`config.mk`:
```
export PLATFORM = sky130hd
export DESIGN_NAME = header_sync_frame_extractor_core
export DESIGN_NICKNAME = d
export VERILOG_FILES = /design/src/rtl/hsfe_pkg.sv /design/src/rtl/hsfe_ram.sv /design/src/rtl/hsfe_reader.sv /design/src/rtl/header_sync_frame_extractor_core.sv
export SDC_FILE = /design/constraint.sdc
export NUM_CORES = 1
export LEC_CHECK = 0
export BUFFER_PORTS_ARGS = -buffer_cell sky130_fd_sc_hd__buf_2
export CORE_UTILIZATION = 30
export DETAILED_ROUTE_END_ITERATION = 6
export GPL_TIMING_DRIVEN = 0
export PLACE_DENSITY_LB_ADDON = 0.3
export SLEW_MARGIN = 30
export SYNTH_ARGS = -nofsm -noshare
export SYNTH_HDL_FRONTEND = slang
export SYNTH_SLANG_ARGS = --single-unit
```
`constraint.sdc`:
```
create_clock -name clk_i -period 2.6 [get_ports clk_i]
set_input_delay 0.52 -clock clk_i [delete_from_list [all_inputs] [get_ports clk_i]]
set_output_delay 0.52 -clock clk_i [all_outputs]
set_load 0.01 [all_outputs]
```
`src/rtl/hsfe_pkg.sv`:
```
// Package of the header sync frame extractor: sync pattern, defaults and tail match.
`default_nettype none
package hsfe_pkg;

  localparam int unsigned DefFrameBytes = 30;
  localparam int unsigned HdrLen = 4;

  localparam logic [7:0] SyncB0 = 8'hAA;
  localparam logic [7:0] SyncB1 = 8'hFF;
  localparam logic [7:0] SyncB2 = 8'h03;
  localparam logic [7:0] SyncB3 = 8'h00;

  localparam logic [7:0] SyncPattern [HdrLen] = '{SyncB0, SyncB1, SyncB2, SyncB3};

  typedef struct packed {
    logic       done;
    logic [1:0] keep;
  } rd_stat_t;

  function automatic logic [1:0] tail_keep(input logic [7:0] b2, input logic [7:0] b1,
                                           input logic [7:0] b0);
    logic [1:0] k;
    if (b2 == SyncB0 && b1 == SyncB1 && b0 == SyncB2) begin
      k = 2'd3;
    end else if (b1 == SyncB0 && b0 == SyncB1) begin
      k = 2'd2;
    end else if (b0 == SyncB0) begin
      k = 2'd1;
    end else begin
      k = 2'd0;
    end
    return k;
  endfunction

endpackage
`default_nettype wire

```
`src/rtl/hsfe_ram.sv`:
```
// Generic single-port-write, single-port-read RAM with registered read data.
`default_nettype none
module hsfe_ram #(
  parameter int unsigned Width = 8,
  parameter int unsigned Depth = 30,
  localparam int unsigned AddrW = $clog2(Depth)
) (
  input  wire logic             clk_i,
  input  wire logic             we_i,
  input  wire logic [AddrW-1:0] waddr_i,
  input  wire logic [Width-1:0] wdata_i,
  input  wire logic             re_i,
  input  wire logic [AddrW-1:0] raddr_i,
  output logic      [Width-1:0] rdata_o
);

  logic [Width-1:0] mem_q [Depth];
  logic [Width-1:0] rdata_q;

  always_ff @(posedge clk_i) begin
    if (we_i) begin
      mem_q[waddr_i] <= wdata_i;
    end
    if (re_i) begin
      rdata_q <= mem_q[raddr_i];
    end
  end

  assign rdata_o = rdata_q;

endmodule
`default_nettype wire

```
`src/rtl/hsfe_reader.sv`:
```
// Frame dump reader: sweeps the frame store, drives the output register, finds the tail match.
`default_nettype none
module hsfe_reader import hsfe_pkg::*; #(
  parameter int unsigned FrameBytes = DefFrameBytes,
  localparam int unsigned AddrW = $clog2(FrameBytes)
) (
  input  wire logic             clk_i,
  input  wire logic             rst_ni,
  input  wire logic             start_i,
  output logic                  re_o,
  output logic      [AddrW-1:0] raddr_o,
  input  wire logic [7:0]       rdata_i,
  output logic                  out_valid_o,
  input  wire logic             out_stall_i,
  output logic      [7:0]       out_byte_o,
  output logic                  out_last_o,
  output rd_stat_t              stat_o
);

  logic             active_q, active_d;
  logic [AddrW-1:0] raddr_q, raddr_d;
  logic             pend_q, pend_d;
  logic             pend_last_q, pend_last_d;
  logic             out_valid_q, out_valid_d;
  logic             out_last_q, out_last_d;
  logic [7:0]       out_byte_q;
  logic [7:0]       tail1_q, tail0_q;
  logic             consume;
  logic             issue;
  logic             is_last_addr;

  assign consume      = pend_q && (!out_valid_q || !out_stall_i);
  assign issue        = active_q && (!pend_q || consume);
  assign is_last_addr = (raddr_q == AddrW'(FrameBytes - 1));

  always_comb begin
    active_d    = active_q;
    raddr_d     = raddr_q;
    pend_d      = pend_q;
    pend_last_d = pend_last_q;
    out_valid_d = out_valid_q;
    out_last_d  = out_last_q;
    if (start_i) begin
      active_d = 1'b1;
      raddr_d  = '0;
    end else if (issue) begin
      raddr_d = raddr_q + AddrW'(1);
      if (is_last_addr) begin
        active_d = 1'b0;
      end
    end
    if (issue) begin
      pend_d      = 1'b1;
      pend_last_d = is_last_addr;
    end else if (consume) begin
      pend_d = 1'b0;
    end
    if (consume) begin
      out_valid_d = 1'b1;
      out_last_d  = pend_last_q;
    end else if (!out_stall_i) begin
      out_valid_d = 1'b0;
    end
  end

  always_ff @(posedge clk_i or negedge rst_ni) begin
    if (!rst_ni) begin
      active_q    <= 1'b0;
      raddr_q     <= '0;
      pend_q      <= 1'b0;
      pend_last_q <= 1'b0;
      out_valid_q <= 1'b0;
      out_last_q  <= 1'b0;
    end else begin
      active_q    <= active_d;
      raddr_q     <= raddr_d;
      pend_q      <= pend_d;
      pend_last_q <= pend_last_d;
      out_valid_q <= out_valid_d;
      out_last_q  <= out_last_d;
    end
  end

  always_ff @(posedge clk_i) begin
    if (consume) begin
      out_byte_q <= rdata_i;
      tail1_q    <= tail0_q;
      tail0_q    <= rdata_i;
    end
  end

  assign re_o        = issue;
  assign raddr_o     = raddr_q;
  assign out_valid_o = out_valid_q;
  assign out_byte_o  = out_byte_q;
  assign out_last_o  = out_last_q;
  assign stat_o.done = consume && pend_last_q;
  assign stat_o.keep = tail_keep(tail1_q, tail0_q, rdata_i);

  a_no_read_over_pending: assert property (@(posedge clk_i) disable iff (!rst_ni)
    pend_q && !consume |-> !re_o)
    else $error("read issued while read data is still unconsumed");

  a_start_when_idle: assert property (@(posedge clk_i) disable iff (!rst_ni)
    start_i |-> !active_q && !pend_q)
    else $error("dump started while previous dump still running");

  a_last_beat_marked: assert property (@(posedge clk_i) disable iff (!rst_ni)
    stat_o.done |=> out_valid_q && out_last_q)
    else $error("final frame beat not marked as last");

endmodule
`default_nettype wire

```
`src/rtl/header_sync_frame_extractor_core.sv`:
```
// Top level of the header sync frame extractor: hunt and fill control around the frame store.
//
// Channel  Direction  Handshake                Payload
// in       input      in_valid_i / in_stall_o  in_byte_i
// out      output     out_valid_o / out_stall_i frame_byte_o, frame_last_o
//
// Input beats are taken without stall while the header is hunted and the frame is filled.
// The beat that completes a frame starts a dump: FrameBytes reads of the frame store, one per
// cycle while the output is not stalled, and the input stalls until the dump is done.
// The store's single read port sets that read rate; each output stall holds back the reads.
// Reset clears the fill count and the control state; the store itself is not cleared.
// The header prefix kept for the next frame already sits at the front of the store.
`default_nettype none
module header_sync_frame_extractor_core import hsfe_pkg::*; #(
  parameter int unsigned FrameBytes = DefFrameBytes,
  localparam int unsigned AddrW = $clog2(FrameBytes)
) (
  input  wire logic       clk_i,
  input  wire logic       rst_ni,
  input  wire logic       in_valid_i,
  output logic            in_stall_o,
  input  wire logic [7:0] in_byte_i,
  output logic            out_valid_o,
  input  wire logic       out_stall_i,
  output logic      [7:0] frame_byte_o,
  output logic            frame_last_o
);

  typedef enum logic [1:0] {
    StAccept = 2'b01,
    StDump   = 2'b10
  } state_e;

  state_e           state_q, state_d;
  logic [AddrW-1:0] fill_q, fill_d;
  logic             accept;
  logic             we;
  logic [AddrW-1:0] waddr;
  logic             start;
  logic             re;
  logic [AddrW-1:0] raddr;
  logic [7:0]       rdata;
  rd_stat_t         stat;

  assign in_stall_o = (state_q != StAccept);
  assign accept     = in_valid_i && (state_q == StAccept);

  always_comb begin
    state_d = state_q;
    fill_d  = fill_q;
    we      = 1'b0;
    waddr   = fill_q;
    start   = 1'b0;
    if (accept) begin
      if (fill_q < AddrW'(HdrLen)) begin
        if (in_byte_i == SyncPattern[fill_q[1:0]]) begin
          we     = 1'b1;
          fill_d = fill_q + AddrW'(1);
        end else if (in_byte_i == SyncB0) begin
          we     = 1'b1;
          waddr  = '0;
          fill_d = AddrW'(1);
        end else begin
          fill_d = '0;
        end
      end else begin
        we = 1'b1;
        if (fill_q == AddrW'(FrameBytes - 1)) begin
          state_d = StDump;
          start   = 1'b1;
        end else begin
          fill_d = fill_q + AddrW'(1);
        end
      end
    end
    if (stat.done) begin
      fill_d  = AddrW'(stat.keep);
      state_d = StAccept;
    end
  end

  always_ff @(posedge clk_i or negedge rst_ni) begin
    if (!rst_ni) begin
      state_q <= StAccept;
      fill_q  <= '0;
    end else begin
      state_q <= state_d;
      fill_q  <= fill_d;
    end
  end

  hsfe_ram #(
    .Width(8),
    .Depth(FrameBytes)
  ) u_store (
    .clk_i  (clk_i),
    .we_i   (we),
    .waddr_i(waddr),
    .wdata_i(in_byte_i),
    .re_i   (re),
    .raddr_i(raddr),
    .rdata_o(rdata)
  );

  hsfe_reader #(
    .FrameBytes(FrameBytes)
  ) u_reader (
    .clk_i      (clk_i),
    .rst_ni     (rst_ni),
    .start_i    (start),
    .re_o       (re),
    .raddr_o    (raddr),
    .rdata_i    (rdata),
    .out_valid_o(out_valid_o),
    .out_stall_i(out_stall_i),
    .out_byte_o (frame_byte_o),
    .out_last_o (frame_last_o),
    .stat_o     (stat)
  );

  a_fill_in_range: assert property (@(posedge clk_i) disable iff (!rst_ni)
    fill_q <= AddrW'(FrameBytes - 1))
    else $error("fill count out of range");

  a_no_write_in_dump: assert property (@(posedge clk_i) disable iff (!rst_ni)
    state_q == StDump |-> !we)
    else $error("frame store written during dump");

  a_done_only_in_dump: assert property (@(posedge clk_i) disable iff (!rst_ni)
    stat.done |-> state_q == StDump)
    else $error("dump completion outside dump");

  a_start_enters_dump: assert property (@(posedge clk_i) disable iff (!rst_ni)
    start |=> state_q == StDump)
    else $error("frame completion did not enter dump");

endmodule
`default_nettype wire
```
==> results.cfg, run 1 <==
[status]
status = complete, no violations

[setup_path]
slowest_delay_ps = 790
cp_slowest_cell = nor2_1
ff2ff_setup_slack_ps = 4
cp-start-kind = flip-flop
path_max_fanout = 10
end_kind = flip-flop
r2r-end = u_store.mem_q[23][3]
required_ps = 2770
worstRegToRegCells = 4
worstPathArrival_ps = 2770
crit_chain = and3b_1, buf_2, nand4b_1, nor2_1
crit_buf_inv = 1
cp_top_family = simple AND/OR/NAND/NOR gates
r2r_start = state_q[0]
crit_type = reg2reg

[flow_run]
max-cap-violations = 0

[route]
dr.pass1.iters = 5
ant_nets = 0
routed_wirelength_microns = 24740
post-route-drc-count = 0
wl_per_cell_microns = 21.50
vias = 5691
avgViaCountPerCell = 4.944
drt_iter0_drc = 504

[die]
fp.dieW_microns = 195.5
core_sq_um = 36700
initial_core_util_pct = 30.61
dieHeight_microns = 195.5
rows = 70
dieArea_sq_um = 38220
ios = 23

[placed_design]
gp_congestion = 0.8141
post-place-ws_ps = -947.8
numPortBuffers = 22
dp_hpwl_microns = 15840

[sta]
skew_ps = 22.34
finalCriticalPeriod_ps = 2596
setup_violations = 0
worstMarginPinSlew_ps = 879.4
period_share_pct = 99.86
hold_viol = 0
rsz0062_at_grt = yes
slew_viol_final = 0
slew_headroom_pct = 41.16
fmax_mhz = 385.1
setup_slack_ps = 3.604

[layout]
area_delta_synth_final_pct = 18.92
drive_above_1_share_pct = 30.89
fill_cells = 3324
final_nets = 676
seq_area_sq_um = 8354
multiInputGateArea_sq_um = 2880
diodes = 0

[synth]
seq_area_frac_synth_pct = 74.37
synth_warnings = 0
postSynthCellCount = 581
syn-cell-area_sq_um = 11230
synth.distinct_cells = 54
synth.ff_latch_count = 281
synth_async_sr_flop_share_pct = 6.050
synth_edf_count = 264
synth_ff_type = edfxtp_1
syn-num-nets = 598
syn_area_per_cell_sq_um = 19.33

[clocking]
clock_latency_ps = 560
clockBufferDepth = 3
clk_pin_slew_ps = 60
cts.sinks = 281
cts_tree = done
cts_buffers = 30
cts_root_buffer = clkbuf_16
h-tree-depth = 1

[worst_hold_path]
min_delay_worst_endpoint = u_reader.out_valid_o
min_path_cells = 3
hp-start = out_stall_i
hold_path_class = in2reg

[grt]
grt_max_degree = 33
grt_use_total_pct = 13.20
antenna_found_initial = 0
grt_pass1_wl_microns = 37790
first_global_vias = 6105
grt_overflow = 0

[power]
power_density_nw_per_um2 = 665.7
ir_drop_mv = 0.4505
total_power_mw = 8.894
p_leak_nw = 4.149
worst min-delay path: stages:
cell and delay, ps:
buf_2 90, nand2_1 80, nand2b_1 70
logic make-up after synthesis:
family | Yosys count | share of synthesized area [%]
flip-flops | 281 | 74.37
AND/OR/NAND/NOR | 117 | 5.569
multiplexers | 89 | 14.45
AO/OA/AOI/OAI | 43 | 2.907
buffers and inverters | 38 | 1.526
XOR/XNOR | 8 | 0.6238
adder cells (fa/ha/maj) | 5 | 0.5569
registers in the layout (all words and copies together), names as in the netlist:
register              cells
u_store.mem_q           240
u_reader.out_byte_o       8
u_reader.out_last_o       1
u_reader.raddr_o          5
u_reader.tail1_q          8
u_store.rdata_o           8
u_reader.pend_q           1
state_q                   2
u_reader.out_valid_o      1
fill_q                    5
u_reader.active_q         1
u_reader.pend_last_q      1
worst max-delay path by stage:
| stage | startpoint | end | slack, ps | cells past startpoint |
|---|---|---|---|---|
| 2_1_floorplan | in_byte_i[2] | u_store.mem_q[20][0] | -6 | 5 |
| 3_3_place_gp | in_byte_i[3] | u_store.mem_q[16][6] | -880 | 6 |
| 3_5_place_dp | in_byte_i[3] | u_store.mem_q[16][6] | -950 | 6 |
| 4_1_cts | state_q[0] | u_store.mem_q[23][3] | -9 | 4 |
| 5_1_grt | state_q[0] | u_store.mem_q[23][4] | -190 | 4 |
| 6_report | state_q[0] | u_store.mem_q[23][3] | 4 | 4 |
synthesized netlist by cell type (all sizes together) (2+ instances only):
library cell	number	area share, %
edfxtp	264	71
mux4	57	11
nor2	49	1.6
buf	20	0.92
mux2i	17	1.5
dfrtp	16	3.6
mux2	15	1.5
nand2	13	0.43
o21ai	12	0.67
a211oi	11	0.78
clkbuf	11	0.37
nand4	11	0.61
inv	7	0.23
nand2b	6	0.33
ha	5	0.56
nand3	5	0.22
nor2b	5	0.28
o22ai	5	0.28
xor2	5	0.39
a21oi	4	0.18
a221o	4	0.36
and2	4	0.22
or3	3	0.26
xnor2	3	0.23
a21o	2	0.14
a31oi	2	0.11
and3	2	0.11
nand3b	2	0.13
nand4b	2	0.16
nor3	2	0.089
nor4b	2	0.21
nor4bb	2	0.18
routing by layer:
metal	part of all wire (%)	global-route usage [%]
met2	49	21.94
met1	43	17.29
met5	0	0
met3	5.1	2.522
met4	3.1	4.491
power by group:
part / switching, mW / leakage (nW) / internal [mW]
Sequential: 0.000207 / 2.60 / 4.94
Clock: 1.69 / 0.436 / 2.15
Combinational: 0.0917 / 1.12 / 0.0185
Total: 1.78 / 4.15 / 7.11
repair_timing:
action | CTS | global route
resized for setup | 49 | 12
hold buffers | 1 | 0
pin swaps | 17 | 4
buffers inserted | 21 | 2
endpoints found under the setup margin | 168 | 95
endpoints found under the hold margin | 16 | 0
final cells by class:
cell class / instances / share of cell area (%)
Multi-Input combinational cell: 262 / 21.56
Tap cell: 468 / 4.383
Inverter: 7 / 0.1967
Clock buffer: 39 / 5.947
Timing Repair Buffer: 46 / 3.184
Buffer: 31 / 1.442
Sequential cell: 281 / 62.54
Clock inverter: 17 / 0.7493
cell usage in the layout, fill, tap and decap left out, drive strengths merged, types with 2 or more instances in the layout:
| cell type | count |
|---|---|
| nor4b | 2 |
| nor3 | 2 |
| edfxtp | 264 |
| or3 | 3 |
| nor4bb | 2 |
| a21o | 2 |
| nand3b | 2 |
| clkbuf | 54 |
| nand2 | 13 |
| a221o | 4 |
| inv | 7 |
| and3 | 2 |
| clkinv | 16 |
| nand4b | 2 |
| mux2i | 17 |
| ha | 5 |
| o22ai | 5 |
| a211oi | 11 |
| nand4 | 11 |
| buf | 60 |
| xor2 | 5 |
| nor2b | 5 |
| a31oi | 2 |
| xnor2 | 3 |
| a21oi | 4 |
| dfrtp | 16 |
| nand2b | 6 |
| and2 | 4 |
| mux2 | 15 |
| mux4 | 57 |
| o21ai | 12 |
| nand3 | 5 |
| nor2 | 49 |
stage by stage:
step	cells	util [%]	TNS, ps	cell area, sq um	hold slack (ps)
2_1_floorplan	581	-	-46.04	11250	224.4
3_3_place_gp	1071	32.55	-101040	11950	451.1
3_5_place_dp	1071	32.56	-110220	11950	462.5
4_1_cts	1149	36.24	-32.73	13300	231.9
5_1_grt	1151	36.40	-2928	13360	240.0
6_report	1151	36.40	0	13360	250.9
Power figures use the tool's default switching activity.
==> run 2: changes to the inputs <==
--- a/config.mk
+++ b/config.mk
@@ -6,10 +6,11 @@
 export NUM_CORES = 1
 export LEC_CHECK = 0
 export BUFFER_PORTS_ARGS = -buffer_cell sky130_fd_sc_hd__buf_2
+export CAP_MARGIN = 20
 export CORE_UTILIZATION = 30
 export DETAILED_ROUTE_END_ITERATION = 6
 export GPL_TIMING_DRIVEN = 0
-export PLACE_DENSITY_LB_ADDON = 0.3
+export PLACE_DENSITY = 0.55
 export SLEW_MARGIN = 30
 export SYNTH_ARGS = -nofsm -noshare
 export SYNTH_HDL_FRONTEND = slang
==> results.cfg, run 2 (same netlist as run 1, synthesis figures left out) <==
[status]
status = complete, no violations

[grt]
busiest_layer = met2
grt.met2_usage_pct = 21.18
grt_overflow = 0
grt_max_degree = 33
grt_pass1_wl_microns = 37640
grt_use_total_pct = 13.38
antenna_found_initial = 1
first_global_vias = 5722
met3_usage_pct = 2.556
grt_util_met1_pct = 18.66

[sta]
slew_viol_final = 0
period_share_pct = 98.55
rsz0062_at_grt = yes
fmax_mhz = 390.3
skew_ps = 13.10
slew_headroom_pct = 40.96
worstMarginPinSlew_ps = 882.3
finalSetupTns_ps = 0
finalCriticalPeriod_ps = 2562
hold_viol = 0
setup_violations = 0
hold_slack_ps = 244.0

[power]
power_density_nw_per_um2 = 677.1
ir_drop_mv = 0.4811
total_power_mw = 9.121
p_leak_nw = 4.186

[die]
dieArea_sq_um = 38220
rows = 70
core_sq_um = 36700
ios = 23
fp.dieW_microns = 195.5
dieHeight_microns = 195.5
initial_core_util_pct = 30.61

[route]
post-route-drc-count = 0
drt_iter0_drc = 414
routed_wirelength_microns = 25300
avgViaCountPerCell = 4.914
dr.pass1.iters = 6
wl_per_cell_microns = 22.10
vias = 5626
ant_nets = 0

[setup_path]
slowest_delay_ps = 740
crit_type = reg2reg
cp-start-kind = flip-flop
crit_chain = and3b_1, buf_2, nand4b_1, nor2_1
end_kind = flip-flop
ff2ff_setup_slack_ps = 40
worstPathArrival_ps = 2730
path_max_fanout = 10
required_ps = 2770
cp_slowest_cell = nor2_1

[clocking]
cts.sinks = 281
clock_latency_ps = 550
h-tree-depth = 1
clockBufferDepth = 3
clk_pin_slew_ps = 50
cts_root_buffer = clkbuf_16
cts_buffers = 31
cts_tree = done

[placed_design]
dp_hpwl_microns = 15910
gp_congestion = 0.8406
numPortBuffers = 22
dp.cells = 1072

[layout]
drive_above_1_share_pct = 32.79
diodes = 0
final_nets = 675
seq_area_sq_um = 8354
top_register = u_store.mem_q
area_delta_synth_final_pct = 19.92
multiInputGateArea_sq_um = 2917
layout_commonest_cell = edfxtp_1
final_cells = 1145
fill_cells = 3342
largest_register_ffs = 240
final_cell_mix = 264 x edfxtp_1, 57 x mux4_2, 31 x clkbuf_16

[worst_hold_path]
hold_path_class = in2reg

[flow_run]
max-cap-violations = 0
## run 2: changes by cell type in the layout (fill, tap and decap cells not counted), moves of 3 or more
cell,change
buf_4,-6
clkbuf_1,-6
clkinv_1,-5
clkbuf_8,+4
buf_2,-3
buf_6,+3
## run 2: repair_timing
item | in CTS | in global routing
setup endpoints to repair | 164 | 180
setup buffers | 18 | 2
gates resized for setup | 52 | 19
hold buffers | 1 | 0
cloned | 0 | 0
endpoints found under the hold margin | 16 | 0
pin swaps | 13 | 3
## run 2: final timing paths
check | startpoint | cells after the start | endpoint
min in group asynchronous | rst_ni | 2 | u_reader.raddr_o[2]
max in group asynchronous | rst_ni | 2 | state_q[0]
worst min register to register | u_reader.out_byte_o[3] | 0 | u_reader.tail1_q[3]
worst min-delay path | out_stall_i | 3 | u_reader.out_valid_o
worst max register to register | state_q[0] | 4 | u_store.mem_q[15][6]
worst max-delay path | state_q[0] | 4 | u_store.mem_q[15][6]
## run 2: per-layer routing
metal / part of all wire [%] / up-vias
met1: 45 / 2949
met4: 2.7 / 0
met5: 0 / -
met2: 47 / 125
met3: 4.9 / 42
li1: - / 2510
## run 2: critical path, delay by kind of cell (launching register included)
family | cells | cell delay, ps
DFF | 1 | 540
and+or+nand+nor | 3 | 1360
buffers and inverters | 1 | 290
## run 2: where the power goes
part           internal, mW  switching [mW]
clock network          2.39            1.68
logic                0.0205          0.0923
registers              4.94        0.000298
total                  7.35            1.77
## run 2: layout make-up
cell class / count / area share, %
clock buffer: 38 / 6.325
inverter: 7 / 0.1951
tap: 468 / 4.347
buffer: 31 / 1.477
timing repair buffer: 44 / 3.270
multi-input combinational: 262 / 21.65
clock inverter: 14 / 0.7152
sequential: 281 / 62.02
## run 2: through the flow
stage | cell area (sq um) | setup slack, ps | util (%)
after floorplan | 11250 | -5.755 | -
after global placement | 11950 | -970.2 | 32.55
after detailed placement | 11960 | -1033 | 32.59
after CTS | 13370 | -24.76 | 36.44
after global routing | 13470 | -65.26 | 36.71
final | 13470 | 37.64 | 36.71
==> run 3: changes to the inputs <==
--- a/config.mk
+++ b/config.mk
@@ -5,12 +5,13 @@
 export SDC_FILE = /design/constraint.sdc
 export NUM_CORES = 1
 export LEC_CHECK = 0
+export ABC_AREA = 1
 export BUFFER_PORTS_ARGS = -buffer_cell sky130_fd_sc_hd__buf_2
 export CAP_MARGIN = 20
-export CORE_UTILIZATION = 30
+export CORE_UTILIZATION = 45
 export DETAILED_ROUTE_END_ITERATION = 6
 export GPL_TIMING_DRIVEN = 0
-export PLACE_DENSITY = 0.55
+export PLACE_DENSITY = 0.72
 export SLEW_MARGIN = 30
 export SYNTH_ARGS = -nofsm -noshare
 export SYNTH_HDL_FRONTEND = slang
==> results.cfg, run 3 <==
[setup_path]
worstPathArrival_ps = 2720
worstRegToRegCells = 6
path_max_fanout = 32
end_kind = flip-flop
crit_chain = buf_2, inv_1, nand4_1, nor2_1, a31oi_1, nand2_1, nor2_1
worst_path_most_repeated_cell = nor2_1
required_ps = 2770
slowest_delay_ps = 690
cp-start-kind = primary input
crit_type = in2reg
cp_slowest_cell = nor2_1

[die]
rows = 59
dieHeight_microns = 165.0
ios = 23
fp.dieW_microns = 165.0
dieArea_sq_um = 27220
core_sq_um = 26060
initial_core_util_pct = 45.87

[layout]
drive_above_1_share_pct = 13.14
layout_commonest_cell = edfxtp_1
fill_cells = 2188
top_register = u_store.mem_q
final_cell_mix = 264 x edfxtp_1, 225 x nor2_1, 214 x nand2_1
diodes = 0
multiInputGateArea_sq_um = 3144
largest_register_ffs = 240
area_delta_synth_final_pct = 14.49
final_nets = 1176
seq_area_sq_um = 8357

[synth]
synth_edf_count = 264
synth.ff_latch_count = 281
synth_async_sr_flop_share_pct = 6.050
postSynthCellCount = 1095
yosys-top-cells-area = edfxtp_1 66%, nor2_1 7.7%, nand2_1 6.7%
syn_area_per_cell_sq_um = 10.92
synth_top_area_share_pct = 66.32
synth_top_area_cell = edfxtp_1
syn-cell-area_sq_um = 11950
synth.distinct_cells = 32
synth_common_cells = 264 x edfxtp_1, 246 x nor2_1, 214 x nand2_1
synth_ff_type = edfxtp_1
syn-num-nets = 1112
synth_most_common_cell = edfxtp_1
synth_warnings = 0
seq_area_frac_synth_pct = 69.89

[sta]
hold_slack_ps = 211.4
rsz0062_at_grt = yes
slew_viol_final = 0
setup_violations = 0
worstMarginPinSlew_ps = 827.2
skew_ps = 9.615
period_share_pct = 98.11
finalCriticalPeriod_ps = 2551
fmax_mhz = 392.0
hold_viol = 0
slew_headroom_pct = 44.79

[route]
avgViaCountPerCell = 5.517
wl_per_cell_microns = 20.28
dr.pass1.iters = 7
routed_wirelength_microns = 30720
drt_iter0_drc = 1004
ant_nets = 0
post-route-drc-count = 0
vias = 8358

[grt]
antenna_found_initial = 0
grt_pass1_wl_microns = 45130
first_global_vias = 7807
grt_use_total_pct = 22.75
grt_max_degree = 35
grt_overflow = 0

[placed_design]
dp_hpwl_microns = 19640
gp_congestion = 0.8748
numPortBuffers = 22

[clocking]
cts_buffers = 29
clockBufferDepth = 3
clk_pin_slew_ps = 60
cts.sinks = 281
cts_root_buffer = clkbuf_16
clock_latency_ps = 540
cts_tree = done
h-tree-depth = 1

[flow_run]
max-cap-violations = 0

[power]
total_power_mw = 8.861
power_density_nw_per_um2 = 647.5
p_leak_nw = 5.107
ir_drop_mv = 0.5731

[status]
status = complete, no violations

[worst_hold_path]
hold_path_class = in2reg
min_path_cells = 3
[run 3: critical path: cells and delay by family]
family / cells / cell delay [ps]
simple gates: 4 / 1270
compound gates: 1 / 180
buf+inv: 2 / 710
[run 3: metrics by stage]
stage | instances | TNS, ps | utilization, % | setup WS [ps] | cell area, sq um
floorplan | 1095 | 0 | - | 372.1 | 11950
global placement | 1452 | -75410 | 47.90 | -512.0 | 12480
detailed placement | 1452 | -95490 | 47.91 | -686.9 | 12480
CTS | 1505 | -8420 | 51.39 | -228.3 | 13390
global route | 1515 | -1495 | 52.51 | -84.49 | 13680
finish | 1515 | 0 | 52.51 | 49.24 | 13680
[run 3: worst paths after layout]
check | from | end | slack [ps]
setup / recovery | in_byte_i[0] | u_store.mem_q[10][6] | 50
hold / removal | out_stall_i | u_reader.out_valid_o | 210
setup reg to reg | fill_q[4] | u_store.mem_q[10][6] | 120
hold reg to reg | u_reader.out_byte_o[5] | u_reader.tail1_q[5] | 470
max in group asynchronous | rst_ni | state_q[0] | 1840
min in group asynchronous | rst_ni | u_reader.out_last_o | 440
[run 3: logic make-up after synthesis]
family | count (synthesis) | synth area share, %
AO/OA/AOI/OAI | 137 | 5.852
XOR/XNOR | 2 | 0.1466
adder cells (fa/ha/maj) | 5 | 0.5234
buffers and inverters | 116 | 4.742
flip-flops | 281 | 69.89
AND/OR/NAND/NOR | 554 | 18.84
[run 3: timing repair]
action | CTS | global route
endpoints found under the hold margin | 16 | 0
endpoints found under the setup margin | 112 | 196
cloned | 0 | 0
gates resized for setup | 10 | 26
pin swaps | 0 | 10
hold buffers | 1 | 0
buffers inserted | 0 | 10
[run 3: layer usage]
layer	up-vias	part of all wire (%)	track usage, %
met2	436	46	35.87
met1	3998	40	30.81
met5	-	0	0
met4	0	3.4	8.882
met3	69	10	4.872
li1	3855	-	-
[run 3: where the power goes]
part           leakage [nW]  internal [mW]         switching, mW
Combinational          2.09         0.0113                0.0852
Clock                 0.440           2.14                  1.68
Sequential             2.57           4.94  0.000000000000000311
[run 3: final cells by class]
type                            count  area share, %
Buffer                             46          2.222
Clock inverter                     19         0.9418
Timing Repair Buffer               33          2.341
Clock buffer                       33          5.413
Sequential cell                   281          61.07
Tap cell                          335          3.063
Inverter                           70          1.975
Multi-Input combinational cell    698          22.98
